## src/fifo_queue_with_remove_by_id_unit_defines.svh

```systemverilog
// ----------------------------------------------------------------------------
// Assertion macros for the process wait queue
// Shared property forms used by the top level checks.
// ----------------------------------------------------------------------------
`ifndef FIFO_QUEUE_WITH_REMOVE_BY_ID_UNIT_DEFINES_SVH
`define FIFO_QUEUE_WITH_REMOVE_BY_ID_UNIT_DEFINES_SVH

// same-cycle implication
`define FQRID_ASSERT_NOW(label, ante, cons, msg) \
	label: assert property (@(posedge clk) disable iff (!arst_n) (ante) |-> (cons)) \
		else $error(msg);

// next-cycle implication
`define FQRID_ASSERT_NEXT(label, ante, cons, msg) \
	label: assert property (@(posedge clk) disable iff (!arst_n) (ante) |=> (cons)) \
		else $error(msg);

`endif

```

## src/fqrid_pkg.sv

```systemverilog
// ----------------------------------------------------------------------------
// fqrid_pkg
// Types and codes used by the wait queue controller and datapath.
// ----------------------------------------------------------------------------
package fqrid_pkg;

	typedef enum logic [1:0] {
		CMD_APPEND = 2'd0,
		CMD_POP    = 2'd1,
		CMD_REMOVE = 2'd2,
		CMD_NOP    = 2'd3
	} q_cmd_t;

	typedef enum logic [1:0] {
		STAT_OK        = 2'd0,
		STAT_EMPTY     = 2'd1,
		STAT_NOT_FOUND = 2'd2,
		STAT_FULL      = 2'd3
	} q_status_t;

	typedef enum logic [1:0] {
		S_IDLE,
		S_SCAN,
		S_FINISH
	} fsm_state_t;

	typedef struct packed {
		logic latch;
		logic scan;
		logic finish;
	} ctl_t;

	typedef struct packed {
		logic empty;
		logic scan_end;
	} dp_stat_t;

endpackage

```

## src/fqrid_ctrl.sv

```systemverilog
// ----------------------------------------------------------------------------
// fqrid_ctrl
// Wait queue sequencer: takes a request, scans if pop/remove and not empty, finishes.
// ----------------------------------------------------------------------------
module fqrid_ctrl (
	input  logic              clk,
	input  logic              arst_n,
	input  logic              start,
	input  fqrid_pkg::q_cmd_t cmd,
	input  fqrid_pkg::dp_stat_t st,
	output fqrid_pkg::ctl_t   ctl,
	output logic              busy
);
	import fqrid_pkg::*;

	fsm_state_t state_q;
	fsm_state_t state_d;

	always_ff @(posedge clk or negedge arst_n) begin
		if (!arst_n) begin
			state_q <= S_IDLE;
		end else begin
			state_q <= state_d;
		end
	end

	always_comb begin
		state_d = state_q;
		case (state_q)
			S_IDLE: begin
				if (start) begin
					if ((cmd == CMD_POP || cmd == CMD_REMOVE) && !st.empty) begin
						state_d = S_SCAN;
					end else begin
						state_d = S_FINISH;
					end
				end
			end
			S_SCAN: begin
				if (st.scan_end) begin
					state_d = S_FINISH;
				end
			end
			S_FINISH: begin
				state_d = S_IDLE;
			end
			default: begin
				state_d = S_IDLE;
			end
		endcase
	end

	always_comb begin
		ctl.latch  = 1'b0;
		ctl.scan   = 1'b0;
		ctl.finish = 1'b0;
		busy       = 1'b1;
		case (state_q)
			S_IDLE: begin
				ctl.latch = start;
				busy      = 1'b0;
			end
			S_SCAN: begin
				ctl.scan = 1'b1;
			end
			S_FINISH: begin
				ctl.finish = 1'b1;
			end
			default: begin
				busy = 1'b1;
			end
		endcase
	end

endmodule

```

## src/fqrid_dp.sv

```systemverilog
// ----------------------------------------------------------------------------
// fqrid_dp
// Entry store, scan pipeline, gap closing and result registers.
// ----------------------------------------------------------------------------
module fqrid_dp #(
	parameter int QUEUE_DEPTH = 16,
	parameter int ID_WIDTH    = 8,
	parameter int CW          = 5
) (
	input  logic                clk,
	input  logic                arst_n,
	input  fqrid_pkg::ctl_t     ctl,
	input  fqrid_pkg::q_cmd_t   cmd,
	input  logic [ID_WIDTH-1:0] proc_id,
	output fqrid_pkg::dp_stat_t st,
	output logic                done,
	output fqrid_pkg::q_status_t status,
	output logic [ID_WIDTH-1:0] popped_id,
	output logic [CW-1:0]       entry_count
);
	import fqrid_pkg::*;

	localparam int AW = (QUEUE_DEPTH > 1) ? $clog2(QUEUE_DEPTH) : 1;

	logic [ID_WIDTH-1:0] mem [QUEUE_DEPTH];

	q_cmd_t              cmd_q;
	logic [ID_WIDTH-1:0] id_q;
	logic [CW-1:0]       count_q;
	logic [CW-1:0]       rp_q;
	logic                rv_s1;
	logic [AW-1:0]       ra_s1;
	logic [ID_WIDTH-1:0] rd_s1;
	logic                found_q;
	logic [ID_WIDTH-1:0] hit_id_q;
	logic                done_q;
	q_status_t           res_status_q;
	logic [ID_WIDTH-1:0] res_popped_q;
	logic [CW-1:0]       res_count_q;

	logic                scan_end;
	logic                match;
	logic                full;
	logic                we;
	logic [AW-1:0]       wa;
	logic [ID_WIDTH-1:0] wd;
	q_status_t           fin_status;
	logic [CW-1:0]       fin_count;

	assign full     = (count_q == CW'(QUEUE_DEPTH));
	assign scan_end = (rp_q == count_q);
	assign match    = rv_s1 && !found_q && (cmd_q == CMD_POP || rd_s1 == id_q);

	assign st.empty    = (count_q == '0);
	assign st.scan_end = scan_end;

	// hold the request
	always_ff @(posedge clk) begin
		if (ctl.latch) begin
			cmd_q <= cmd;
			id_q  <= proc_id;
		end
	end

	// advance the read pointer over the held entries; track the match, count and done
	always_ff @(posedge clk or negedge arst_n) begin
		if (!arst_n) begin
			rp_q     <= '0;
			rv_s1    <= 1'b0;
			found_q  <= 1'b0;
			count_q  <= '0;
			done_q   <= 1'b0;
		end else begin
			rv_s1  <= ctl.scan && !scan_end;
			done_q <= ctl.finish;
			if (ctl.latch) begin
				rp_q    <= '0;
				found_q <= 1'b0;
			end else begin
				if (ctl.scan && !scan_end) begin
					rp_q <= rp_q + 1'b1;
				end
				if (match) begin
					found_q <= 1'b1;
				end
			end
			if (ctl.finish) begin
				count_q <= fin_count;
			end
		end
	end

	always_ff @(posedge clk) begin
		if (ctl.latch) begin
			hit_id_q <= '0;
		end else if (match && cmd_q == CMD_POP) begin
			hit_id_q <= rd_s1;
		end
	end

	always_ff @(posedge clk) begin
		if (ctl.scan && !scan_end) begin
			rd_s1 <= mem[rp_q[AW-1:0]];
			ra_s1 <= rp_q[AW-1:0];
		end
	end

	// close the gap behind the match, or append at the tail
	always_comb begin
		we = 1'b0;
		wa = '0;
		wd = '0;
		if (rv_s1 && found_q) begin
			we = 1'b1;
			wa = ra_s1 - 1'b1;
			wd = rd_s1;
		end else if (ctl.finish && cmd_q == CMD_APPEND && !full) begin
			we = 1'b1;
			wa = count_q[AW-1:0];
			wd = id_q;
		end
	end

	always_ff @(posedge clk) begin
		if (we) begin
			mem[wa] <= wd;
		end
	end

	always_comb begin
		fin_status = STAT_OK;
		fin_count  = count_q;
		case (cmd_q)
			CMD_APPEND: begin
				if (full) begin
					fin_status = STAT_FULL;
				end else begin
					fin_count = count_q + 1'b1;
				end
			end
			CMD_POP, CMD_REMOVE: begin
				if (count_q == '0) begin
					fin_status = STAT_EMPTY;
				end else if (found_q) begin
					fin_count = count_q - 1'b1;
				end else begin
					fin_status = STAT_NOT_FOUND;
				end
			end
			default: begin
				fin_status = STAT_OK;
			end
		endcase
	end

	always_ff @(posedge clk) begin
		if (ctl.finish) begin
			res_status_q <= fin_status;
			res_popped_q <= hit_id_q;
			res_count_q  <= fin_count;
		end
	end

	assign done        = done_q;
	assign status      = res_status_q;
	assign popped_id   = res_popped_q;
	assign entry_count = res_count_q;

endmodule

```

## src/fifo_queue_with_remove_by_id_unit.sv

```systemverilog
// ----------------------------------------------------------------------------
// fifo_queue_with_remove_by_id_unit
// Process wait queue with append, pop and remove by identifier.
// ----------------------------------------------------------------------------
// A request is taken at a rising edge with start high and busy low; cmd picks
// append, pop or remove, proc_id gives the identifier. Each request gives one
// result, shown for a single cycle with done high: status, popped_id and
// entry_count. The receiver cannot stall; results are never held back.
// Append, the unused command code, and any request on an empty queue skip the
// scan and go straight to the finish state. Pop and remove scan every held
// entry through the single read port of the entry store, one entry a cycle,
// and close the gap as they go; done is registered from the finish state
// that follows the scan. A new request is taken in the cycle that done is
// high. Reset empties the queue at once; no clearing pass is run.
// ----------------------------------------------------------------------------
`include "fifo_queue_with_remove_by_id_unit_defines.svh"

module fifo_queue_with_remove_by_id_unit #(
	parameter int QUEUE_DEPTH = 16,
	parameter int ID_WIDTH    = 8,
	localparam int CW         = $clog2(QUEUE_DEPTH + 1)
) (
	input  logic                clk,
	input  logic                arst_n,
	input  logic                start,
	output logic                busy,
	input  logic [1:0]          cmd,
	input  logic [ID_WIDTH-1:0] proc_id,
	output logic                done,
	output logic [1:0]          status,
	output logic [ID_WIDTH-1:0] popped_id,
	output logic [CW-1:0]       entry_count
);
	import fqrid_pkg::*;

	ctl_t      ctl;
	dp_stat_t  st;
	q_status_t res_status;
	q_cmd_t    cmd_e;

	assign cmd_e = q_cmd_t'(cmd);

	fqrid_ctrl u_ctrl (
		.clk    (clk),
		.arst_n (arst_n),
		.start  (start),
		.cmd    (cmd_e),
		.st     (st),
		.ctl    (ctl),
		.busy   (busy)
	);

	fqrid_dp #(
		.QUEUE_DEPTH (QUEUE_DEPTH),
		.ID_WIDTH    (ID_WIDTH),
		.CW          (CW)
	) u_dp (
		.clk         (clk),
		.arst_n      (arst_n),
		.ctl         (ctl),
		.cmd         (cmd_e),
		.proc_id     (proc_id),
		.st          (st),
		.done        (done),
		.status      (res_status),
		.popped_id   (popped_id),
		.entry_count (entry_count)
	);

	assign status = res_status;

	`FQRID_ASSERT_NEXT(a_accept_busy, start && !busy, busy, "busy not raised after request")
	`FQRID_ASSERT_NOW(a_count_range, done, entry_count <= CW'(QUEUE_DEPTH), "count over depth")
	`FQRID_ASSERT_NOW(a_full_count, done && status == STAT_FULL, entry_count == CW'(QUEUE_DEPTH), "full with room left")
	`FQRID_ASSERT_NOW(a_popped_zero, done && status != STAT_OK, popped_id == '0, "popped id on failed request")

endmodule

```

## config.mk

```make
export PLATFORM = sky130hd
export DESIGN_NAME = fifo_queue_with_remove_by_id_unit
export DESIGN_NICKNAME = d
export VERILOG_FILES = /design/src/fqrid_pkg.sv /design/src/fqrid_ctrl.sv /design/src/fqrid_dp.sv /design/src/fifo_queue_with_remove_by_id_unit.sv
export VERILOG_INCLUDE_DIRS = /design/src /design/src/src
export SDC_FILE = /design/constraint.sdc
export NUM_CORES = 1
export LEC_CHECK = 0
export ABC_AREA = 1
export BUFFER_PORTS_ARGS = -buffer_cell sky130_fd_sc_hd__buf_2
export CORE_AREA = 2 2 163 149
export CTS_BUF_LIST = sky130_fd_sc_hd__clkbuf_4 sky130_fd_sc_hd__clkbuf_8
export DETAILED_ROUTE_END_ITERATION = 10
export DIE_AREA = 0 0 165 151
export PLACE_DENSITY = 0.45
export SYNTH_ARGS = -nofsm -noshare
export SYNTH_HDL_FRONTEND = slang
export SYNTH_SLANG_ARGS = --single-unit
```

## constraint.sdc

```tcl
create_clock -name clk -period 5.8 [get_ports clk]
set_clock_uncertainty 0.15 [all_clocks]
set_input_delay 0.29 -clock clk [delete_from_list [all_inputs] [get_ports clk]]
set_output_delay 0.29 -clock clk [all_outputs]
set_load 0.005 [all_outputs]
```

==> flow_summary.yaml <==
run_status:
  outcome: "complete, no violations"
timing:
  fin_setup_tns_ps: 0
  max_freq_mhz: 339
  worst_pin_slew_ps: 1170
  slew_headroom_pct: 21.4
  hold_viol: 0
  maxSlewViolCount: 0
  timing.final.crit_share_pct: 50.8
  fin_crit_ps: 2950
  rsz0062_at_grt: "no"
  fin_ws_ps: 2850
  setup_violations: 0
routing:
  wl_per_cell_um: 18.6
  drtAntennaViolNets: 0
  drc: 0
  drt_iter0_drc: 469
  vias: 5273
  detail_route.first_pass.iterations: 4
  vias_per_cell: 5.02
  wl_mm: 19.5
global_routing:
  grt_pass1_vias: 5071
  track_usage_pct: 16.3
  antenna_found_initial: 0
  globalRouteOverflowTotal: 0
  grt_max_degree: 70
  grt_pass1_wl_mm: 30.0
critical_path:
  worstPathRequired_ps: 5750
  cp_slowest_cell: "nor2_1"
  end_kind: "flip-flop"
  criticalPathCategory: "flip-flop to flip-flop"
  critPathLaunchType: "flip-flop"
  worstPathCellList: "inv_1, ha_1, nand3_2, nand4_1, o21ai_2, inv_2, nand2_2, nor2_1"
  critPathMaxStageDelay_ps: 790
  crit_arrival_ps: 2900
  crit_fanout: 11
yosys:
  yosys.cell_types.count: 33
  syn_area_per_cell_sq_um: 11.4
  syn_inst: 699
  netlist_area_sq_um: 7970
  yosys_warnings: 0
  ys_seq_area_share_pct: 68.9
  ys_seq_elements: 188
  syn_nets: 719
clock_network:
  clk_latency_ps: 480
  cts_buffer_depth: 2
  cts_root_buf: "clkbuf_8"
  cts_setup_buffers: 0
  cts_tree: "yes"
  hold_buffers: 12
  cts.sinks: 188
  cts_resized: 0
  clkTransAtPathRegs_ps: 100
  htreeDepth: 4
  cts_buffers: 17
floorplanning:
  die_area_sq_um: 24900
  die_y_um: 151
  coreArea_sq_um: 23100
  initial_core_util_pct: 34.4
  rows: 53
  io_pins: 30
  dieWidth_um: 165
finish:
  drive_above_1_share_pct: 11.6
  areaGrowthSynthToFinish_pct: 11.9
  fin_nets: 756
  final_util_pct: 38.5
  antenna_cells: 0
min_path:
  hp-class: "input pin to asynchronous set/reset pin"
power:
  powerDensity_nw_per_um2: 410
  ir_drop_uv: 174
  p_leak_nw: 3.22
place:
  post-place-ws_ps: 2890
  portBuffers: 29
  dp.final_hpwl_mm: 12.8
  place.gp.congestion: 0.853
run:
  cap_violations: 0
sequential cells by signal (all words and copies together) (netlist names):
signal            count
u_ctrl.state_q        2
u_dp.cmd_q            2
u_dp.count_q          5
u_dp.done             1
u_dp.entry_count      5
u_dp.found_q          1
u_dp.hit_id_q         8
u_dp.id_q             8
u_dp.mem            128
u_dp.popped_id        8
u_dp.ra_s1            4
u_dp.rd_s1            8
u_dp.rp_q             5
u_dp.rv_s1            1
u_dp.status           2
cell type report:
class	instances	area (sq um)
Clock inverter	14	160
Tap cell	302	378
Multi-Input combinational cell	436	2150
Clock buffer	18	241
Fill cell	2224	14200
Sequential cell	188	5490
Inverter	43	161
Timing Repair Buffer	50	333
report_power, final:
| part | switching, mW | internal (mW) |
|---|---|---|
| combinational | 0.697 | 0.291 |
| sequential | 0.104 | 1.68 |
| clock | 0.490 | 0.398 |
worst max-delay path, delay by kind of cell (launching register included):
kind | cells | cell delay (ps)
DFF | 1 | 480
buffers and inverters | 2 | 230
and+or+nand+nor | 4 | 1290
adders and majority gates | 1 | 310
AOI/OAI and AO/OA | 1 | 110
cell usage after synthesis, drive strengths merged:
cell      n  share of area (%)
xnor2     5               0.55
o22ai    16                1.3
o31ai     1              0.094
buf      18                1.5
ha        7                1.1
nand3    44                2.8
clkinv    3               0.14
dfrtp    15                4.7
nand2    95                4.7
xor2      4               0.44
a21boi    2               0.19
o21ai    92                5.8
a31oi     1              0.079
dfxtp     8                2.0
nand4    18                1.5
inv      40                1.9
a21oi    11               0.74
o211ai   16                1.5
and2      2               0.16
edfxtp  165                 62
nor2    122                5.9
clkbuf   14               0.66
cell usage in the layout (no fill, tap or decap), drive strengths merged:
| master | n |
|---|---|
| xnor2 | 5 |
| clkbuf | 18 |
| dlygate4sd3 | 12 |
| o21ai | 92 |
| a21oi | 11 |
| bufinv | 2 |
| dfxtp | 8 |
| clkinvlp | 1 |
| buf | 38 |
| edfxtp | 165 |
| nor2 | 122 |
| o22ai | 16 |
| a31oi | 1 |
| xor2 | 4 |
| nand3 | 44 |
| dfrtp | 15 |
| and2 | 2 |
| inv | 46 |
| o211ai | 16 |
| o31ai | 1 |
| nand4 | 18 |
| ha | 7 |
| a21boi | 2 |
| clkinv | 8 |
| nand2 | 95 |
path summary, 6_finish.rpt:
path                            slack, ps                           to  cells after the start                          start
worst max-delay path                 2850     u_dp.mem[3][2]$_DFFE_PP_                      8    u_dp.count_q[0]$_DFFE_PN0N_
worst min-delay path                  120          u_dp.done$_DFF_PN0_                      2                         arst_n
worst max register to register       2850     u_dp.mem[3][2]$_DFFE_PP_                      8    u_dp.count_q[0]$_DFFE_PN0N_
worst min register to register        290  u_dp.popped_id[4]$_DFFE_PN_                      0  u_dp.hit_id_q[4]$_SDFFE_PP0P_
max in group asynchronous            5070     u_dp.rp_q[0]$_DFFE_PN0P_                      2                         arst_n
min in group clk                      290  u_dp.popped_id[4]$_DFFE_PN_                      0  u_dp.hit_id_q[4]$_SDFFE_PP0P_
layer usage:
layer | track usage [%] | wire length (um) | vias up
met5 | 0 | 0 | -
met4 | 5.17 | 329 | 0
met3 | 3.15 | 1020 | 22
met2 | 25.9 | 9040 | 140
met1 | 22.7 | 9110 | 2568
li1 | - | - | 2543
cell families (layout without fill, tap and decap cells):
family | count (synthesis) | in the layout | synth area share [%]
and+or+nand+nor | 281 | 281 | 15.1
AOI/OAI and AO/OA | 139 | 139 | 9.69
adders and majority gates | 7 | 7 | 1.10
xor gates and xnor gates | 9 | 9 | 0.990
DFF | 188 | 188 | 68.9
buffers and inverters | 75 | 125 | 4.15
through the flow:
stage	hold WS [ps]	total power, mW	instance area (sq um)	instances
3_3_place_gp	87.0	2.80	8390	1007
3_5_place_dp	90.7	2.80	8390	1007
5_1_grt	135	3.88	8910	1051
2_1_floorplan	-156	2.46	7970	699
6_report	118	3.66	8910	1051
4_1_cts	106	3.70	8910	1051
Note: power is estimated with default switching activity, not from simulation.
